===== src/rtl/cpr_pkg.sv =====
`timescale 1ns / 1ps
// ----------------------------------------------------------------------------
// cpr_pkg: shared types and constants of the codepoint run cleaner
// Payload structs of the input and result channels, special codepoints and
// the whitespace membership test.
// ----------------------------------------------------------------------------
package cpr_pkg;

  localparam int unsigned CpWidth = 21;

  localparam logic [CpWidth-1:0] CpByteOrderMark = 21'h00FEFF;
  localparam logic [CpWidth-1:0] CpSoftHyphen    = 21'h0000AD;
  localparam logic [CpWidth-1:0] CpLigFf         = 21'h00FB00;
  localparam logic [CpWidth-1:0] CpLigFfl        = 21'h00FB04;
  localparam logic [CpWidth-1:0] CpSpace         = 21'h000020;
  localparam logic [CpWidth-1:0] CpLetterF       = 21'h000066;
  localparam logic [CpWidth-1:0] CpLetterI       = 21'h000069;
  localparam logic [CpWidth-1:0] CpLetterL       = 21'h00006C;

  // Low three bits of the ligature codepoints.
  localparam logic [2:0] LigFf  = 3'd0;
  localparam logic [2:0] LigFi  = 3'd1;
  localparam logic [2:0] LigFl  = 3'd2;
  localparam logic [2:0] LigFfi = 3'd3;
  localparam logic [2:0] LigFfl = 3'd4;

  typedef struct packed {
    logic [CpWidth-1:0] codepoint;
    logic               run_start;
    logic               italic;
  } cpr_in_t;

  typedef struct packed {
    logic [CpWidth-1:0] out_codepoint;
    logic               out_italic;
    logic               last_of_item;
  } cpr_out_t;

  typedef enum logic [1:0] {
    ClsDrop  = 2'd0,
    ClsSpace = 2'd1,
    ClsLig   = 2'd2,
    ClsPlain = 2'd3
  } cpr_cls_e;

  // Unicode whitespace as collapsed by the cleaner.
  function automatic logic is_space(input logic [CpWidth-1:0] c);
    logic hit;
    hit = ((c >= 21'h09) && (c <= 21'h0D)) ||
          ((c >= 21'h1C) && (c <= 21'h20)) ||
          ((c >= 21'h2000) && (c <= 21'h200A)) ||
          (c == 21'h85)   || (c == 21'hA0)   || (c == 21'h1680) ||
          (c == 21'h2028) || (c == 21'h2029) || (c == 21'h202F) ||
          (c == 21'h205F) || (c == 21'h3000);
    return hit;
  endfunction

endpackage


===== src/rtl/cpr_stream_if.sv =====
`timescale 1ns / 1ps
// ----------------------------------------------------------------------------
// cpr_stream_if: valid/ready stream channel
// Carries one payload item per handshake; the payload type is a parameter.
// ----------------------------------------------------------------------------
interface cpr_stream_if #(
  parameter type payload_t = logic
) ();
  logic     valid;
  logic     ready;
  payload_t payload;

  modport source (output valid, output payload, input ready);
  modport sink   (input valid, input payload, output ready);
endinterface


===== src/rtl/codepoint_run_cleaner.sv =====
`timescale 1ns / 1ps
// ----------------------------------------------------------------------------
// codepoint_run_cleaner: codepoint stream cleanup for text runs
// Drops byte-order marks and soft hyphens, expands Latin ligatures and
// collapses whitespace stretches into one ASCII space.
// ----------------------------------------------------------------------------
// Usage:
// The input channel in_i takes one item per handshake: a codepoint, the
// run_start flag of the first codepoint of a run and the italic mark. The
// result channel out_o gives one cleaned codepoint per handshake, with the
// italic mark copied and last_of_item set on the final result of an item.
// An item is accepted into an input register, where it is decoded, and its
// first result is written into the output register, which offers it on out_o.
// A new item is taken in the cycle that the held item retires. A ligature
// holds the input register until it has written one result per letter; a
// dropped codepoint or a whitespace codepoint inside a stretch leaves the
// input register with no result, without waiting on out_o. The input
// register and the output register are separate stages, so a new item is
// taken while a result still waits on out_o.
// When the receiver stalls, the output register holds its result, an item
// with a result to give waits in the input register and holds in_i.ready low.
// Reset (rst_ni low) empties both stages and clears the whitespace flag.
// ----------------------------------------------------------------------------
module codepoint_run_cleaner
  import cpr_pkg::*;
(
  input  logic                clk_i,
  input  logic                rst_ni,
  cpr_stream_if.sink          in_i,
  cpr_stream_if.source        out_o
);

  // Input register stage.
  logic     s1_valid_q;
  cpr_in_t  s1_q;
  // Index of the next result of the item held in the input register.
  logic [1:0] idx_q, idx_d;
  // Inside a whitespace stretch of the current run.
  logic     ws_q, ws_d;

  // Output register stage.
  logic     out_valid_q, out_valid_d;
  cpr_out_t out_q;

  logic               eff_ws;
  cpr_cls_e           cls;
  logic [1:0]         cnt;
  logic [CpWidth-1:0] res_cp;
  logic               res_last;
  logic               out_load;
  logic               emit;
  logic               retire;
  logic               in_accept;

  // A run start clears the stretch before this codepoint is judged.
  assign eff_ws = ws_q & ~s1_q.run_start;

  always_comb begin
    priority if ((s1_q.codepoint == CpByteOrderMark) ||
                 (s1_q.codepoint == CpSoftHyphen)) begin
      cls = ClsDrop;
    end else if (is_space(s1_q.codepoint)) begin
      cls = ClsSpace;
    end else if ((s1_q.codepoint >= CpLigFf) && (s1_q.codepoint <= CpLigFfl)) begin
      cls = ClsLig;
    end else begin
      cls = ClsPlain;
    end
  end

  // Number of results the held item causes.
  always_comb begin
    unique case (cls)
      ClsDrop:  cnt = 2'd0;
      ClsSpace: cnt = eff_ws ? 2'd0 : 2'd1;
      ClsLig:   cnt = ((s1_q.codepoint[2:0] == LigFfi) ||
                       (s1_q.codepoint[2:0] == LigFfl)) ? 2'd3 : 2'd2;
      ClsPlain: cnt = 2'd1;
      default:  cnt = 2'd0;
    endcase
  end

  // Result codepoint at the current index; ligatures spell out their letters.
  always_comb begin
    res_cp = s1_q.codepoint;
    unique case (cls)
      ClsSpace: res_cp = CpSpace;
      ClsLig: begin
        if (idx_q == 2'd0) begin
          res_cp = CpLetterF;
        end else if (idx_q == 2'd1) begin
          unique case (s1_q.codepoint[2:0])
            LigFi:   res_cp = CpLetterI;
            LigFl:   res_cp = CpLetterL;
            default: res_cp = CpLetterF;
          endcase
        end else begin
          res_cp = (s1_q.codepoint[2:0] == LigFfl) ? CpLetterL : CpLetterI;
        end
      end
      default: res_cp = s1_q.codepoint;
    endcase
  end

  assign res_last  = (idx_q == (cnt - 2'd1));
  assign out_load  = ~out_valid_q | out_o.ready;
  assign emit      = s1_valid_q & (cnt != 2'd0) & out_load;
  assign retire    = s1_valid_q & ((cnt == 2'd0) | (emit & res_last));
  assign in_i.ready = ~s1_valid_q | retire;
  assign in_accept = in_i.valid & in_i.ready;

  always_comb begin
    idx_d = idx_q;
    ws_d  = ws_q;
    if (retire) begin
      idx_d = 2'd0;
      // Dropped codepoints keep the stretch; whitespace opens or continues it.
      ws_d  = (cls == ClsDrop) ? eff_ws : (cls == ClsSpace);
    end else if (emit) begin
      idx_d = idx_q + 2'd1;
    end
  end

  assign out_valid_d = emit | (out_valid_q & ~out_o.ready);

  always_ff @(posedge clk_i or negedge rst_ni) begin
    if (!rst_ni) begin
      s1_valid_q  <= 1'b0;
      idx_q       <= 2'd0;
      ws_q        <= 1'b0;
      out_valid_q <= 1'b0;
    end else begin
      if (in_accept) begin
        s1_valid_q <= 1'b1;
      end else if (retire) begin
        s1_valid_q <= 1'b0;
      end
      idx_q       <= idx_d;
      ws_q        <= ws_d;
      out_valid_q <= out_valid_d;
    end
  end

  always_ff @(posedge clk_i) begin
    if (in_accept) begin
      s1_q <= in_i.payload;
    end
    if (emit) begin
      out_q.out_codepoint <= res_cp;
      out_q.out_italic    <= s1_q.italic;
      out_q.last_of_item  <= res_last;
    end
  end

  assign out_o.valid   = out_valid_q;
  assign out_o.payload = out_q;

`ifndef NO_ASSERTIONS
  // A nonzero result index only exists while a ligature is being expanded.
  a_idx_only_lig: assert property (@(posedge clk_i) disable iff (!rst_ni)
    (idx_q != 2'd0) |-> (s1_valid_q && (cls == ClsLig)))
    else $error("result index set outside a ligature expansion");

  // Retiring a whitespace codepoint always leaves the block inside a stretch.
  a_space_sets_ws: assert property (@(posedge clk_i) disable iff (!rst_ni)
    (retire && (cls == ClsSpace)) |=> ws_q)
    else $error("whitespace flag not set after a whitespace codepoint");

  // A dropped codepoint without run start leaves the stretch as it was.
  a_drop_keeps_ws: assert property (@(posedge clk_i) disable iff (!rst_ni)
    (retire && (cls == ClsDrop) && !s1_q.run_start) |=> $stable(ws_q))
    else $error("dropped codepoint changed the whitespace flag");

  // Every emitted space result comes from outside a stretch.
  a_space_once: assert property (@(posedge clk_i) disable iff (!rst_ni)
    (emit && (cls == ClsSpace)) |-> !eff_ws)
    else $error("space emitted inside a whitespace stretch");

  // A held item that cannot retire blocks the input.
  a_hold_blocks: assert property (@(posedge clk_i) disable iff (!rst_ni)
    (s1_valid_q && !retire) |-> !in_i.ready)
    else $error("input accepted over a pending item");
`endif

endmodule

===== src/flat_wrapper.sv =====
// flat-port wrapper written by rule: the top's interface ports become plain ports
module codepoint_run_cleaner_flat import cpr_pkg::*;
  (clk_i, rst_ni, in_i_valid, in_i_payload, in_i_ready, out_o_valid, out_o_payload, out_o_ready);
  cpr_stream_if in_i_i ();
  cpr_stream_if out_o_i ();
  input  logic clk_i;
  input  logic rst_ni;
  input wire logic [$bits(in_i_i.valid)-1:0] in_i_valid;
  input wire logic [$bits(in_i_i.payload)-1:0] in_i_payload;
  output wire logic [$bits(in_i_i.ready)-1:0] in_i_ready;
  output wire logic [$bits(out_o_i.valid)-1:0] out_o_valid;
  output wire logic [$bits(out_o_i.payload)-1:0] out_o_payload;
  input wire logic [$bits(out_o_i.ready)-1:0] out_o_ready;
  assign in_i_i.valid = in_i_valid;
  assign in_i_i.payload = in_i_payload;
  assign in_i_ready = in_i_i.ready;
  assign out_o_valid = out_o_i.valid;
  assign out_o_payload = out_o_i.payload;
  assign out_o_i.ready = out_o_ready;
  codepoint_run_cleaner u_core (.clk_i(clk_i), .rst_ni(rst_ni), .in_i(in_i_i), .out_o(out_o_i));
endmodule

===== config.mk =====
export PLATFORM = sky130hd
export DESIGN_NAME = codepoint_run_cleaner_flat
export DESIGN_NICKNAME = d
export VERILOG_FILES = /design/src/rtl/cpr_pkg.sv /design/src/rtl/cpr_stream_if.sv /design/src/rtl/codepoint_run_cleaner.sv /design/src/flat_wrapper.sv
export SDC_FILE = /design/constraint.sdc
export NUM_CORES = 1
export LEC_CHECK = 0
export ABC_AREA = 1
export BUFFER_PORTS_ARGS = -buffer_cell sky130_fd_sc_hd__buf_2
export CORE_AREA = 10 10 47 49
export DETAILED_ROUTE_END_ITERATION = 10
export DIE_AREA = 0 0 57 59
export PLACE_DENSITY = 0.35
export SYNTH_ARGS = -nofsm -noshare
export SYNTH_HDL_FRONTEND = slang
export SYNTH_SLANG_ARGS = --single-unit

===== constraint.sdc =====
create_clock -name clk_i -period 1.3 [get_ports clk_i]
set_input_delay 0.26 -clock clk_i [delete_from_list [all_inputs] [get_ports clk_i]]
set_output_delay 0.26 -clock clk_i [all_outputs]
set_load 0.05 [all_outputs]

==> impl_results.md <==
- RR Endpoint: u_core.idx_q[0]$_DFFE_PN0P_
- Most frequent cells after synthesis: nand2_1 (9), inv_1 (6), dfrtp_1 (4), nand3_1 (2)
- Diode count: 0
- Vias in the first global route: 178
- Critical Path AT: 1.13 ns
- Hold Slack: slightly above 0.2 ns
- Row count: 14
- Clock buffer depth: 2
- Global-route wire length before repair: ~700 um
- RePlAce Congestion: between 0.7 and 0.8
- Most common cell in the netlist: nand2_1
- Final Total Pwr: roughly 0.0004 W
- Die ar.: between 0.003 and 0.004 mm^2
- Leak pwr: 0.1783 nW
- Largest net degree at the start of global routing: 6
- Startpoint Class: flop
- Starting density of the core: 0.1563
- Port Buffers: 6
- Crit path time final: approximately 1.4 ns
- Worst-path cell chain: inv_1 > ha_2 > nand2_2 > nand2_2 > buf_8
- TritonRoute pass-1 iters: 4
- Xor/xnor share of the synthesized area: 0
- CP endpoint kind: output pin
- Main combinational cell family by area after synthesis: simple AND/OR/NAND/NOR gates
- Crit path capture: in_i_ready
- Die width: about 57 um
- Number of synthesized flops with an enable pin: 1
- Pre-CTS setup slack: approximately 0.012 ns
- Clk_lat worst skew: 0.24 ns
- Area of the core: around 0.0014 mm^2
- Fin crit share: 1.072
- Avg Cell Area, Syn: 8.758 um^2
- Slew Viols, Final: 0
- R2r setup slk: ~0.31 ns
- Relative slew slack: 0.8302
- H-tree Lvls: 1
- DR vias: around 190
- Seq cells post-synth: 5
- Post-Route WL: around 450 um
- Netlist Area Pre-Place: approximately 220 um^2
- Worst path bufs/invs: 2
- FF-to-FF Start: u_core.idx_q[0]$_DFFE_PN0P_
- Syn Inst Count: 25
- Layout cell share with drive strength beyond 1: 0.3947
- Hold Violations, Final: 0
- CTS Buf Count: 3
- Critical path class: reg -> out
- Gr ovfl total: 0
- Final setup fails: 1
- Post-synthesis compound-gate area fraction: 0
- Crit-path slowest cell: dfrtp_1
- VDD IR-drop max: between 0.5 and 0.6 mV
- Post-layout util: 0.2411
- Post-Synth Adder-Cell Area: 0.05714
- Die height: roughly 60 um
- Family with the most delay on the worst path: flip-flops
- Avg WL per Cell: around 8.4 um
- CTS Sinks: 5
- P&R area growth vs syn: 54.29%
- DP Wirelength: ~370 um
- CTS tree: yes
- Synth area leaders: dfrtp_1 (46%), nand2_1 (15%), edfxtp_1 (14%), inv_1 (10%), ha_1 (5.7%)
- I/O pins: 8
- Area leader, netlist: dfrtp_1
- RSZ-0062 raised after global routing: yes
- Met1 usage: 0.02262
- Fmax: slightly above 700 MHz
- Critical path depth: 5
- Power per cell area: around 1200 mW/mm^2
- Cell repeated most along the worst path: nand2_2
- HP Class: in -> reg
- Max_cap viols: 0
- Vias/cell: ~3.5
- Initial drt markers: 5
- Setup ws final: -0.09401 ns
- Ys async rst share: 0.8000
- Crit Path Max Fanout: 2
- Antenna violations before repair: 0
- Share of the synthesized area in the top cell type: 0.4571
- Max incr delay on CP: about 0.37 ns
- Simple-gate area share of the yosys netlist: 0.2457
- # fillers: between 150 and 200
- Register area share after synthesis: 0.5943
- GRT met2 Usage: 0.04186
- Gr usage total: 0.02984
- Outcome: finished, violations left
- Path depth of the worst reg2reg path: 6
- Syn_nets: 31
- GRT Max-Usage Layer: met4
- Skew final: about 0.0047 ns
- GR met3 Demand/Resource: 0.01717
- Area of the multi-input gates: about 74 um^2
- Final ANT Viol Nets: 0
- Mux cell area share after synthesis: 0
- Clock slew at reported path FFs: around 0.05 ns
- Synth Warn #: 0
- # DRC: 0
- WP data required: ~1.0 ns
- Synth unique cells: 8
- Ys flop type: dfrtp_1
- Sequential cell area: approximately 130 um^2
- CP Launch Point: u_core.idx_q[0]$_DFFE_PN0P_
- CTS root buffer: clkbuf_4
- Failing checks: setup timing
- Fin nets: between 40 and 50
- Slew @ Worst Pin: 0.2564 ns
routing by layer:
metal,routed length [um],part of all wire
met1,185,0.41
met5,0,0
met3,34,0.075
met2,232,0.51
met4,0,0
power breakdown:
group / internal [W] / leakage, nW / total, W / switching, W
sequential: 0.000166 / 0.0556 / 0.000170 / 0.00000447
clock: 0.000116 / 0.0150 / 0.000181 / 0.0000645
combinational: 0.0000190 / 0.108 / 0.0000543 / 0.0000353
total: 0.000301 / 0.178 / 0.000405 / 0.000104
metrics by stage:
stage | std cells | TNS (ns) | cell area (um^2)
global placement | 47 | 0 | 271.5
finish | 54 | -0.09401 | 337.8
detailed placement | 47 | 0 | 271.5
global route | 54 | -0.1453 | 337.8
CTS | 53 | -0.1226 | 330.3
floorplan | 25 | 0 | 221.5
kinds of logic after synthesis:
group,after synthesis
simple gates,13
buf+inv,6
fa+ha+maj,1
flops,5
worst reg2reg max path, stage by stage (launching register included):
cell	delay, ns
dfrtp_1	0.37
inv_1	0.06
ha_2	0.18
buf_4	0.11
nor2_1	0.03
nand3_1	0.07
nand2_1	0.06
registers in the layout, summed over array words and instances, names as in the netlist:
register              cells
u_core.idx_q              2
u_core.out_o.payload      1
u_core.out_o.valid        1
u_core.s1_valid_q         1
cell usage in the layout (no fill, tap or decap):
master / Yosys / routed
clkbuf_1: 0 / 1
nor2_1: 1 / 1
inv_1: 6 / 6
nand2_1: 9 / 7
ha_2: 0 / 1
nand2_2: 1 / 3
dfrtp_1: 4 / 4
buf_2: 0 / 5
dlygate4sd3_1: 0 / 1
buf_4: 0 / 2
buf_8: 0 / 1
edfxtp_1: 1 / 1
clkbuf_4: 0 / 3
nand3_1: 2 / 2
layout make-up:
class,count,share of cell area
Sequential cell,5,0.3852
Tap cell,16,0.05926
Inverter,6,0.06667
Timing Repair Buffer,9,0.1926
Multi-Input combinational cell,14,0.2185
Clock buffer,4,0.07778
worst min path at each step:
| stage | startpoint | end | slack, ns | cells past startpoint |
|---|---|---|---|---|
| final | in_i_valid | u_core.s1_valid_q$_DFFE_PN0P_ | 0.21 | 3 |
| after global routing | in_i_valid | u_core.s1_valid_q$_DFFE_PN0P_ | 0.21 | 3 |
| after CTS | in_i_valid | u_core.s1_valid_q$_DFFE_PN0P_ | 0.20 | 3 |
| after detailed placement | rst_ni | u_core.out_o.valid$_DFF_PN0_ | 0.07 | 1 |
| after global placement | rst_ni | u_core.out_o.valid$_DFF_PN0_ | 0.07 | 1 |
| after floorplan | rst_ni | u_core.idx_q[0]$_DFFE_PN0P_ | -0.04 | 0 |
repair_timing:
action,in CTS,in global routing
endpoints found under the hold margin,4,0
hold buffers,1,0
buffers inserted,1,1
endpoints found under the setup margin,1,1
resized for setup,5,0
pin swaps,2,1
(Power assumes the default switching activity.)
